### src/unix_time_to_calendar_date_core_assert.svh
// ----------------------------------------------------------------------------
// Assertion macros for unix_time_to_calendar_date_core
// Shorthand for clocked implication checks that are disabled during reset.
// ----------------------------------------------------------------------------
`ifndef UNIX_TIME_TO_CALENDAR_DATE_CORE_ASSERT_SVH
`define UNIX_TIME_TO_CALENDAR_DATE_CORE_ASSERT_SVH

// same-cycle implication
`define UTCD_ASSERT_IMP(lbl, ante, cons, msg) \
    lbl: assert property (@(posedge i_clk) disable iff (!i_rst_n) (ante) |-> (cons)) \
        else $error(msg);

// next-cycle implication
`define UTCD_ASSERT_NXT(lbl, ante, cons, msg) \
    lbl: assert property (@(posedge i_clk) disable iff (!i_rst_n) (ante) |=> (cons)) \
        else $error(msg);

`endif

### src/utcd_pkg.sv
// ----------------------------------------------------------------------------
// utcd_pkg
// Constants, reciprocals and types shared by the calendar date converter.
// ----------------------------------------------------------------------------
package utcd_pkg;

    localparam int UTCD_NSTG = 8;

    localparam int SECS_PER_DAY  = 86400;
    localparam int SECS_PER_HOUR = 3600;
    localparam int SECS_PER_MIN  = 60;
    localparam int EPOCH_SHIFT   = 719468;
    localparam int DAYS_PER_ERA  = 146097;
    localparam int DAYS_ERA_M1   = 146096;
    localparam int DAYS_100Y_M1  = 36524;
    localparam int DAYS_PER_YEAR = 365;

    // days since the start of era four (year 1600), the first era the input reaches
    localparam int DAY_OFS = EPOCH_SHIFT - 4 * DAYS_PER_ERA;

    // reciprocals: floor(x / d) == (x * RCP) >> SHIFT over the operand range used
    localparam logic [25:0] DAY_RCP  = 26'd50903317;  // /675,  x < 2^25, shift 35
    localparam logic [13:0] HR_RCP   = 14'd9321;      // /225,  x < 2^13, shift 21
    localparam logic [10:0] MIN_RCP  = 11'd1093;      // /15,   x < 2^10, shift 14
    localparam logic [15:0] Y4_RCP   = 16'd45965;     // /365,  x < 2^16, shift 24
    localparam logic [17:0] YR_RCP   = 18'd183860;    // /365,  x < 2^18, shift 26
    localparam logic [10:0] MON_RCP  = 11'd1714;      // /153,  x < 2^11, shift 18

    localparam logic [11:0] YEAR_ERA4 = 12'd1600;
    localparam logic [11:0] YEAR_ERA5 = 12'd2000;

    typedef struct packed {
        logic [UTCD_NSTG-1:0] en;
        logic [UTCD_NSTG-1:0] vld;
    } t_pipe_ctrl;

    // first day of each March-based month within the March-based year
    function automatic logic [8:0] month_start(input logic [3:0] mp);
        logic [8:0] v;
        begin
            case (mp)
                4'd0:    v = 9'd0;
                4'd1:    v = 9'd31;
                4'd2:    v = 9'd61;
                4'd3:    v = 9'd92;
                4'd4:    v = 9'd122;
                4'd5:    v = 9'd153;
                4'd6:    v = 9'd184;
                4'd7:    v = 9'd214;
                4'd8:    v = 9'd245;
                4'd9:    v = 9'd275;
                4'd10:   v = 9'd306;
                4'd11:   v = 9'd337;
                default: v = 9'd0;
            endcase
            return v;
        end
    endfunction

endpackage

### src/unix_time_to_calendar_date_core.sv
// ----------------------------------------------------------------------------
// unix_time_to_calendar_date_core
// Converts a 32-bit Unix timestamp to Gregorian date and time of day.
// ----------------------------------------------------------------------------
// Eight-stage pipeline: one timestamp is taken every cycle unless back-pressure
// has filled every stage; the stages mostly alternate constant-reciprocal
// multiplies and the subtracts that use their quotients. Back-pressure stalls
// only the stages that are full, so bubbles close up while the output waits.
// No reset pass or configuration is needed; every 32-bit input is a legal timestamp.
`include "unix_time_to_calendar_date_core_assert.svh"

module unix_time_to_calendar_date_core
    import utcd_pkg::*;
(
    input  logic        i_clk,
    input  logic        i_rst_n,
    input  logic        i_s_axis_tvalid,
    output logic        o_s_axis_tready,
    input  logic [31:0] i_s_axis_tdata,   // [31:0] unix_seconds
    output logic        o_m_axis_tvalid,
    input  logic        i_m_axis_tready,
    output logic [39:0] o_m_axis_tdata    // year, month, day_of_month, hour,
                                          // minute, second, zero pad
);

    t_pipe_ctrl w_ctrl;

    utcd_pipe_ctrl u_ctrl (
        .i_clk       (i_clk),
        .i_rst_n     (i_rst_n),
        .i_in_valid  (i_s_axis_tvalid),
        .i_out_ready (i_m_axis_tready),
        .o_ctrl      (w_ctrl)
    );

    // stage 0: whole days
    logic [50:0] w_day_prod;
    logic [15:0] n_s0_days;
    logic [15:0] r_s0_days;
    logic [31:0] r_s0_t;

    assign w_day_prod = 51'(i_s_axis_tdata[31:7]) * 51'(DAY_RCP);
    assign n_s0_days  = w_day_prod[50:35];

    always_ff @(posedge i_clk) begin
        if (w_ctrl.en[0]) begin
            r_s0_days <= n_s0_days;
            r_s0_t    <= i_s_axis_tdata;
        end
    end

    // stage 1: second of day, day of era
    logic [31:0] w_day_secs;
    logic [17:0] w_shifted;
    logic        n_s1_era5;
    logic [16:0] n_s1_sod;
    logic [17:0] n_s1_doe;
    logic [16:0] r_s1_sod;
    logic [17:0] r_s1_doe;
    logic        r_s1_era5;

    assign w_day_secs = 32'(r_s0_days) * 32'(SECS_PER_DAY);
    assign n_s1_sod   = 17'(r_s0_t - w_day_secs);
    assign w_shifted  = 18'(r_s0_days) + 18'(DAY_OFS);
    assign n_s1_era5  = (w_shifted >= 18'(DAYS_PER_ERA));
    assign n_s1_doe   = n_s1_era5 ? 18'(w_shifted - 18'(DAYS_PER_ERA)) : w_shifted;

    always_ff @(posedge i_clk) begin
        if (w_ctrl.en[1]) begin
            r_s1_sod  <= n_s1_sod;
            r_s1_doe  <= n_s1_doe;
            r_s1_era5 <= n_s1_era5;
        end
    end

    // stage 2: hour, leap-day corrections
    logic [26:0] w_hr_prod;
    logic [31:0] w_q4_prod;
    logic [4:0]  n_s2_hh;
    logic [6:0]  n_s2_q4;
    logic [2:0]  n_s2_q100;
    logic        n_s2_q400;
    logic [16:0] r_s2_sod;
    logic [17:0] r_s2_doe;
    logic        r_s2_era5;
    logic [4:0]  r_s2_hh;
    logic [6:0]  r_s2_q4;
    logic [2:0]  r_s2_q100;
    logic        r_s2_q400;

    assign w_hr_prod = 27'(r_s1_sod[16:4]) * 27'(HR_RCP);
    assign n_s2_hh   = w_hr_prod[25:21];
    assign w_q4_prod = 32'(r_s1_doe[17:2]) * 32'(Y4_RCP);
    assign n_s2_q4   = w_q4_prod[30:24];
    assign n_s2_q100 = 3'(r_s1_doe >= 18'(DAYS_100Y_M1))
                     + 3'(r_s1_doe >= 18'(2 * DAYS_100Y_M1))
                     + 3'(r_s1_doe >= 18'(3 * DAYS_100Y_M1))
                     + 3'(r_s1_doe >= 18'(4 * DAYS_100Y_M1));
    assign n_s2_q400 = (r_s1_doe == 18'(DAYS_ERA_M1));

    always_ff @(posedge i_clk) begin
        if (w_ctrl.en[2]) begin
            r_s2_sod  <= r_s1_sod;
            r_s2_doe  <= r_s1_doe;
            r_s2_era5 <= r_s1_era5;
            r_s2_hh   <= n_s2_hh;
            r_s2_q4   <= n_s2_q4;
            r_s2_q100 <= n_s2_q100;
            r_s2_q400 <= n_s2_q400;
        end
    end

    // stage 3: seconds of hour, corrected day count
    logic [11:0] n_s3_remh;
    logic [17:0] n_s3_adj;
    logic [11:0] r_s3_remh;
    logic [17:0] r_s3_adj;
    logic [17:0] r_s3_doe;
    logic        r_s3_era5;
    logic [4:0]  r_s3_hh;

    assign n_s3_remh = 12'(r_s2_sod - 17'(r_s2_hh) * 17'(SECS_PER_HOUR));
    assign n_s3_adj  = 18'(r_s2_doe - 18'(r_s2_q4) + 18'(r_s2_q100) - 18'(r_s2_q400));

    always_ff @(posedge i_clk) begin
        if (w_ctrl.en[3]) begin
            r_s3_remh <= n_s3_remh;
            r_s3_adj  <= n_s3_adj;
            r_s3_doe  <= r_s2_doe;
            r_s3_era5 <= r_s2_era5;
            r_s3_hh   <= r_s2_hh;
        end
    end

    // stage 4: minute, year of era
    logic [20:0] w_min_prod;
    logic [35:0] w_yr_prod;
    logic [5:0]  n_s4_mi;
    logic [8:0]  n_s4_yoe;
    logic [11:0] r_s4_remh;
    logic [5:0]  r_s4_mi;
    logic [8:0]  r_s4_yoe;
    logic [17:0] r_s4_doe;
    logic        r_s4_era5;
    logic [4:0]  r_s4_hh;

    assign w_min_prod = 21'(r_s3_remh[11:2]) * 21'(MIN_RCP);
    assign n_s4_mi    = w_min_prod[19:14];
    assign w_yr_prod  = 36'(r_s3_adj) * 36'(YR_RCP);
    assign n_s4_yoe   = w_yr_prod[34:26];

    always_ff @(posedge i_clk) begin
        if (w_ctrl.en[4]) begin
            r_s4_remh <= r_s3_remh;
            r_s4_mi   <= n_s4_mi;
            r_s4_yoe  <= n_s4_yoe;
            r_s4_doe  <= r_s3_doe;
            r_s4_era5 <= r_s3_era5;
            r_s4_hh   <= r_s3_hh;
        end
    end

    // stage 5: second, day of March-based year
    logic [1:0]  w_y100;
    logic [18:0] w_year_days;
    logic [5:0]  n_s5_ss;
    logic [8:0]  n_s5_doy;
    logic [5:0]  r_s5_ss;
    logic [8:0]  r_s5_doy;
    logic [8:0]  r_s5_yoe;
    logic        r_s5_era5;
    logic [4:0]  r_s5_hh;
    logic [5:0]  r_s5_mi;

    assign w_y100      = 2'(r_s4_yoe >= 9'd100) + 2'(r_s4_yoe >= 9'd200)
                       + 2'(r_s4_yoe >= 9'd300);
    assign w_year_days = 19'(r_s4_yoe) * 19'(DAYS_PER_YEAR) + 19'(r_s4_yoe[8:2])
                       - 19'(w_y100);
    assign n_s5_ss     = 6'(r_s4_remh - 12'(r_s4_mi) * 12'(SECS_PER_MIN));
    assign n_s5_doy    = 9'(19'(r_s4_doe) - w_year_days);

    always_ff @(posedge i_clk) begin
        if (w_ctrl.en[5]) begin
            r_s5_ss   <= n_s5_ss;
            r_s5_doy  <= n_s5_doy;
            r_s5_yoe  <= r_s4_yoe;
            r_s5_era5 <= r_s4_era5;
            r_s5_hh   <= r_s4_hh;
            r_s5_mi   <= r_s4_mi;
        end
    end

    // stage 6: March-based month
    logic [10:0] w_mp_num;
    logic [21:0] w_mp_prod;
    logic [3:0]  n_s6_mp;
    logic [3:0]  r_s6_mp;
    logic [8:0]  r_s6_doy;
    logic [8:0]  r_s6_yoe;
    logic        r_s6_era5;
    logic [4:0]  r_s6_hh;
    logic [5:0]  r_s6_mi;
    logic [5:0]  r_s6_ss;

    assign w_mp_num  = 11'(r_s5_doy) * 11'd5 + 11'd2;
    assign w_mp_prod = 22'(w_mp_num) * 22'(MON_RCP);
    assign n_s6_mp   = w_mp_prod[21:18];

    always_ff @(posedge i_clk) begin
        if (w_ctrl.en[6]) begin
            r_s6_mp   <= n_s6_mp;
            r_s6_doy  <= r_s5_doy;
            r_s6_yoe  <= r_s5_yoe;
            r_s6_era5 <= r_s5_era5;
            r_s6_hh   <= r_s5_hh;
            r_s6_mi   <= r_s5_mi;
            r_s6_ss   <= r_s5_ss;
        end
    end

    // stage 7: calendar fields, output register
    logic        w_next_year;
    logic [11:0] n_s7_year;
    logic [3:0]  n_s7_month;
    logic [4:0]  n_s7_dom;
    logic [11:0] r_s7_year;
    logic [3:0]  r_s7_month;
    logic [4:0]  r_s7_dom;
    logic [4:0]  r_s7_hh;
    logic [5:0]  r_s7_mi;
    logic [5:0]  r_s7_ss;

    assign w_next_year = (r_s6_mp >= 4'd10);
    assign n_s7_year   = 12'(r_s6_yoe) + (r_s6_era5 ? YEAR_ERA5 : YEAR_ERA4)
                       + 12'(w_next_year);
    assign n_s7_month  = w_next_year ? 4'(r_s6_mp - 4'd9) : 4'(r_s6_mp + 4'd3);
    assign n_s7_dom    = 5'(r_s6_doy - month_start(r_s6_mp) + 9'd1);

    always_ff @(posedge i_clk) begin
        if (w_ctrl.en[7]) begin
            r_s7_year  <= n_s7_year;
            r_s7_month <= n_s7_month;
            r_s7_dom   <= n_s7_dom;
            r_s7_hh    <= r_s6_hh;
            r_s7_mi    <= r_s6_mi;
            r_s7_ss    <= r_s6_ss;
        end
    end

    assign o_s_axis_tready = w_ctrl.en[0];
    assign o_m_axis_tvalid = w_ctrl.vld[UTCD_NSTG-1];
    assign o_m_axis_tdata  = {2'b00, r_s7_ss, r_s7_mi, r_s7_hh, r_s7_dom, r_s7_month,
                              r_s7_year};

    `UTCD_ASSERT_NXT(a_accept_lands, i_s_axis_tvalid && o_s_axis_tready, w_ctrl.vld[0], "accepted transaction not held in first stage")
    `UTCD_ASSERT_IMP(a_stall_full, !o_s_axis_tready, &w_ctrl.vld, "input stalled while a stage is empty")
    `UTCD_ASSERT_IMP(a_date_range, o_m_axis_tvalid, (r_s7_month >= 4'd1) && (r_s7_month <= 4'd12) && (r_s7_dom >= 5'd1) && (r_s7_dom <= 5'd31), "month or day out of range")
    `UTCD_ASSERT_IMP(a_time_range, o_m_axis_tvalid, (r_s7_hh <= 5'd23) && (r_s7_mi <= 6'd59) && (r_s7_ss <= 6'd59), "time of day out of range")

endmodule

### src/utcd_pipe_ctrl.sv
// ----------------------------------------------------------------------------
// utcd_pipe_ctrl
// Valid bits and per-stage load enables for the conversion pipeline.
// ----------------------------------------------------------------------------
module utcd_pipe_ctrl
    import utcd_pkg::*;
(
    input  logic       i_clk,
    input  logic       i_rst_n,
    input  logic       i_in_valid,
    input  logic       i_out_ready,
    output t_pipe_ctrl o_ctrl
);

    logic [UTCD_NSTG-1:0] r_vld;
    logic [UTCD_NSTG-1:0] n_vld;
    logic [UTCD_NSTG-1:0] w_en;

    // a stage loads when empty or when its content moves on
    always_comb begin
        w_en[UTCD_NSTG-1] = !r_vld[UTCD_NSTG-1] || i_out_ready;
        for (int k = UTCD_NSTG - 2; k >= 0; k--) begin
            w_en[k] = !r_vld[k] || w_en[k+1];
        end
    end

    always_comb begin
        n_vld = r_vld;
        if (w_en[0]) begin
            n_vld[0] = i_in_valid;
        end
        for (int k = 1; k < UTCD_NSTG; k++) begin
            if (w_en[k]) begin
                n_vld[k] = r_vld[k-1];
            end
        end
    end

    always_ff @(posedge i_clk) begin
        if (!i_rst_n) begin
            r_vld <= '0;
        end else begin
            r_vld <= n_vld;
        end
    end

    assign o_ctrl.en  = w_en;
    assign o_ctrl.vld = r_vld;

endmodule

### config.mk
export PLATFORM = sky130hd
export DESIGN_NAME = unix_time_to_calendar_date_core
export DESIGN_NICKNAME = d
export VERILOG_FILES = /design/src/utcd_pkg.sv /design/src/unix_time_to_calendar_date_core.sv /design/src/utcd_pipe_ctrl.sv
export VERILOG_INCLUDE_DIRS = /design/src /design/src/src
export SDC_FILE = /design/constraint.sdc
export NUM_CORES = 2
export LEC_CHECK = 0
export BUFFER_PORTS_ARGS = -buffer_cell sky130_fd_sc_hd__buf_4
export CAP_MARGIN = 5
export CORE_MARGIN = 3
export CORE_UTILIZATION = 54
export DETAILED_ROUTE_END_ITERATION = 10
export GPL_ROUTABILITY_DRIVEN = 0
export PLACE_DENSITY_LB_ADDON = 0.1
export SLEW_MARGIN = 20
export SYNTH_ARGS = -nofsm -noshare
export SYNTH_HDL_FRONTEND = slang
export SYNTH_SLANG_ARGS = --single-unit
### constraint.sdc
create_clock -name i_clk -period 8.64 [get_ports i_clk]
set_clock_uncertainty 0.1 [all_clocks]
set_input_delay 2.16 -clock i_clk [delete_from_list [all_inputs] [get_ports i_clk]]
set_output_delay 2.16 -clock i_clk [all_outputs]
set_load 0.05 [all_outputs]
# Word-level counts from Yosys, hierarchy flattened
# Memory sizes are Yosys's and may differ from the RTL's. A register that Yosys moved wholly into a read port is not among the register bits.
# Index checks and enable logic that the tools add are counted.
[word_totals]
n_memories = 1
out_inout_bits = 42
reg_bits = 315
elab_cells = 115
mem_bits_ro = 144
[op_classes]
eq_ne = 1
n_mux = 4
n_addsub = 23
mul = 11
n_lt_le_gt_ge = 9
reduce_logical = 16
[memory_table]
columns = ["name", "depth", "width", "read_ports", "rd_ports_with_merged_regs", "wr", "line", "rtl"]
rows = [
  ["(name not given)", 16, 9, 1, 1, 0, "utcd_pkg.sv:41", "case (mp)"],
]
[ops]
columns = ["op", "n"]
rows = [
  ["25-bit by 26-bit multiplier with 51-bit output (second input constant)", 1],
  ["18-bit by 17-bit >= comparator with 1-bit output (second input constant)", 2],
  ["18-bit >= comparator (second input constant)", 2],
  ["18-bit by 16-bit multiplier with 33-bit output (second input constant)", 1],
  ["16-bit by 16-bit multiplier with 31-bit output (second input constant)", 1],
  ["13-bit by 14-bit multiplier with 26-bit output (second input constant)", 1],
  ["11-bit by 10-bit multiplier with 21-bit output (second input constant)", 1],
  ["10-bit by 11-bit multiplier with 20-bit output (second input constant)", 1],
  ["16-bit by 18-bit adder with 18-bit output (second input constant)", 1],
  ["18-bit by 3-bit adder with 18-bit output", 1],
  ["18-bit equality test (second input constant)", 1],
  ["18-bit by 16-bit >= comparator with 1-bit output (second input constant)", 1],
  ["18-bit two-way mux", 1],
  ["18-bit by 1-bit subtractor with 18-bit output", 1],
  ["18-bit subtractor (second input constant)", 1],
  ["18-bit by 7-bit subtractor with 18-bit output", 1],
  ["17-bit subtractor", 1],
  ["16-bit by 10-bit multiplier with 10-bit output (second input constant)", 1],
  ["12-bit by 1-bit adder with 12-bit output", 1],
  ["9-bit by 11-bit adder with 12-bit output", 1],
  ["12-bit subtractor", 1],
  ["11-bit by 2-bit adder with 11-bit output (second input constant)", 1],
  ["9-bit by 3-bit multiplier with 11-bit output (second input constant)", 1],
  ["9-bit by 7-bit adder with 9-bit output", 1],
  ["other kinds (22)", 38],
]

# Depth between registers and ports, before layout
[depth]
depth_word = 9
mapped_depth = 30
depth_no_buf = 30

# Hierarchy
# From an unflattened synthesis, not the netlist that was laid out.
[hier_totals]
hier_cells = 3506
area_unflattened_um2 = 39838.2
[modules_own_cells]
columns = ["mod", "instances", "cells_each", "area_per_inst_um2", "seq_area_each_um2"]
rows = [
  ["unix_time_to_calendar_date_core", 1, 3470, 39509.1, 9318.9],
  ["utcd_pipe_ctrl", 1, 36, 329.1, 160.2],
]

# Worst setup path before layout
# Ideal clock, no wire load.
[synth_timing]
path_type = "input to register"
startpoint = "input port i_s_axis_tdata[20]"
endpoint = "register r_s0_days[15], data pin"
path_buffers = 0
path_stages = 21
slack_ps = 800
t_arrival_ps = 7582
cell_sequence = "fa_1 -> inv_1 -> fa_1 -> inv_1 -> ha_1 -> fa_1 -> fa_1 -> fa_1 -> inv_1 -> fa_1 -> inv_1 -> ha_1 -> and3_1 -> nor2b_1 -> a31oi_1 -> a31o_2 -> o21ai_0 -> o2111ai_1 -> a21oi_1 -> or2_2 -> o211ai_1"
[synth_between]
elab_chain_len = 1
[synth_lines]
columns = ["item", "line", "rtl"]
rows = [
  ["start: declaration", "unix_time_to_calendar_date_core.sv:19", "input logic [31:0] i_s_axis_tdata,"],
  ["25-bit by 26-bit multiplier with 51-bit output", "unix_time_to_calendar_date_core.sv:42", "assign w_day_prod = 51'(i_s_axis_tdata[31:7]) * 51'(DAY_RCP);"],
  ["via w_day_prod[50]", "unix_time_to_calendar_date_core.sv:37", "logic [50:0] w_day_prod;"],
  ["end signal: assignment", "unix_time_to_calendar_date_core.sv:47", "r_s0_days <= n_s0_days;"],
  ["end: declaration", "unix_time_to_calendar_date_core.sv:39", "logic [15:0] r_s0_days;"],
]
# The timed path passes the listed nets, and every way through them passes these cells.
# A chain may end at the register's enable or synchronous reset.

==> flow_summary_export.csv <==
group,metric,value,unit
layout,nets,5083,
synth,synth_flop_cell,"edfxtp_1",
global_route,grt_max_degree,48,
setup_path,required,8.96,ns
drt,antenna_left,0,
global_route,grt_pass1_vias,26428,
drt,dr.pass1.iters,5,
timing,post-route-period-util,94.22,%
placement,dpl.hpwl,66670,microns
drt,vias,23754,
synth,netlist_area,39750,sq um
drt,drc,0,
die,rows,98,
clock_tree,cts-hold-fix-buffers,0,
setup_path,cp_common_cell,"ha_1",
synth,syn_avg_cell_area,11.39,sq um
layout,drive_gt1_share,4.537,%
hold_path,hold_path.class,"flip-flop to flip-flop",
setup_path,crit_start,"r_s5_doy[1]",
timing,setup_tns,0,ns
die,initial_core_util,55.03,%
layout,diodes,0,
synth,yosys_warnings,0,
drt,detail_route.iter0.violations,863,
setup_path,critical_path.max_fanout,7,
timing,drv_slew,0,
drt,vias_per_cell,5.179,
synth,async_flop_share,0,%
setup_path,critPathMaxStageDelay,0.53,ns
global_route,overflow,0,
run,maxCapViolations,0,
die,chipWidth,277.3,microns
clock_tree,postCtsResizedCells,0,
timing,hold_slack,0.3157,ns
clock_tree,cts_buffer_depth,3,
setup_path,r2r-start,"r_s5_doy[1]",
drt,drt_wl_total,77140,microns
clock_tree,cts_buffers,34,
synth,syn_inst,3490,
setup_path,worst-setup-path-type,"flip-flop to flip-flop",
global_route,track_usage,21.14,%
clock_tree,cts_max_level,2,
clock_tree,cts_sinks,320,
layout,synthToLayoutAreaGrowth,7.933,%
clock_tree,postCtsSetupBuffers,0,
placement,io_buffers,75,
run_status,status,"completed",
global_route,grt_pass1_wl,132700,microns
clock_tree,clockRootBuffer,"clkbuf_16",
die,io_pins,78,
drt,wl_per_cell,16.82,microns
timing,setup_violations,0,
timing,rsz0062_at_grt,"no",
synth,ys_seq_area_share,23.85,%
setup_path,crit_slowest_cell,"edfxtp_1",
timing,hold_viol,0,
timing,max_slew_margin,35.96,%
clock_tree,clk_pin_slew,0.07,ns
die,dieHeight,277.3,microns
setup_path,worst_setup_path_start_kind,"flip-flop",
global_route,antenna_found_initial,0,
synth,ys_ff_latch,320,
die,design.core.area,72220,sq um
die,dieArea,76900,sq um
timing,fmaxAchievable,0.1228,GHz
setup_path,cp-end-kind,"flip-flop",
synth,yosys.cell_types.count,65,
synth,synth_enable_flop_cells,307,
timing,tightest_slew,0.9592,ns
clock_tree,clk_latency,0.54,ns
clock_tree,cts_tree,"built",
hold_path,hp-start,"r_s5_yoe[2]",
setup_path,crit_arrival,8.46,ns
timing,timing.final.crit_period,8.140,ns
==> layer usage <==
metal / track usage [%] / vias up / routed length (microns)
li1: - / 11568 / -
met1: 27.58 / 11791 / 34580
met2: 38.00 / 295 / 38660
met3: 1.801 / 100 / 1951
met4: 5.334 / 0 / 1949
met5: 0 / - / 0
==> path summary, 6_finish.rpt <==
path | cells after the start | end | slack, ns
worst max-delay path | 28 | flip-flop | 0.50
worst min-delay path | 0 | r_s6_yoe[2] | 0.32
worst min register to register | 0 | r_s6_yoe[2] | 0.32
worst max register to register | 28 | flip-flop | 0.50
==> cells in the final DEF, fill, tap and decap left out, types with 58 or more instances in the layout <==
cell type / n
buf_4: 88
fa_1: 478
nor2_1: 63
edfxtp_1: 307
nand2_1: 59
xnor2_1: 127
inv_1: 940
a21o_1: 58
ha_1: 957
a21oi_1: 99
==> cell families after synthesis <==
group	after synthesis	share of synthesized area [%]
AO/OA/AOI/OAI	343	5.660
XOR/XNOR	177	3.900
adder cells (fa/ha/maj)	1435	54.20
buffers and inverters	945	8.947
flip-flops	320	23.85
multiplexers	4	0.1165
other	1	0.009435
AND/OR/NAND/NOR	265	3.315
==> cell usage after synthesis, drive strengths merged (4+ instances only) <==
master,count,share of area [%]
xor2,50,1.1
o31ai,9,0.17
o21a,19,0.36
ha,957,30
inv,941,8.9
dfxtp,13,0.65
or3,9,0.15
nor3,18,0.23
xnor2,127,2.8
a211oi,13,0.25
nand4,11,0.17
o21ai,59,0.74
nor4,5,0.079
nor2,63,0.59
and3,11,0.17
nor2b,18,0.28
a21oi,99,1.2
a211o,4,0.088
o211ai,13,0.25
fa,478,24
a31oi,12,0.19
a21boi,7,0.13
o21bai,13,0.25
or2,6,0.094
nand3,28,0.35
a21o,58,1.1
o2111ai,6,0.13
and2,8,0.13
edfxtp,307,23
a2111oi,6,0.20
nand2b,15,0.24
nand2,62,0.59
and4,4,0.088
==> registers in the layout, indices dropped and copies added (netlist names), 7 cells and up, named ones only <==
signal        cells
r_s3_doe          9
r_s5_doy          9
r_s2_q4           7
r_s0_days        16
r_s2_doe         18
r_s1_doe         18
u_ctrl.r_vld      8
r_s2_sod         12
r_s7_year        12
r_s4_yoe          9
r_s1_sod         17
r_s0_t           17
r_s3_adj         18
r_s3_remh        12
r_s4_doe          9
r_s6_yoe          9
r_s5_yoe          9
==> critical path: cells and delay by family, from the launching register on <==
family | cells | cell delay, ns
buffers and inverters | 1 | 0.08
AOI/OAI and AO/OA | 12 | 2.68
xor gates and xnor gates | 2 | 0.47
DFF | 1 | 0.53
muxes | 1 | 0.19
adders and majority gates | 9 | 3.50
and+or+nand+nor | 3 | 0.48
==> cell type report <==
class                      instances  area, sq um
fill                            5932        29320
tap                              950         1189
clock inverter                    21        404.1
inverter                         942         3536
sequential                       320         9479
timing repair buffer              88        660.6
multi-input combinational       2226        26730
clock buffer                      40        903.4
==> per-stage QoR <==
stage          worst slack [ns]  utilization [%]  cells  area (sq um)
4_1_cts                  0.4769            59.39   4587         42890
3_5_place_dp             0.2447            57.58   4526         41590
3_3_place_gp             0.3535            57.58   4526         41590
5_1_grt                 0.01121            59.40   4587         42900
6_report                 0.4996            59.40   4587         42900
2_1_floorplan            0.8002                -   3491         39750
Power is left out: the tool's default activity adds up to more than one toggle a clock period on the data nets, which glitch-free logic cannot reach.
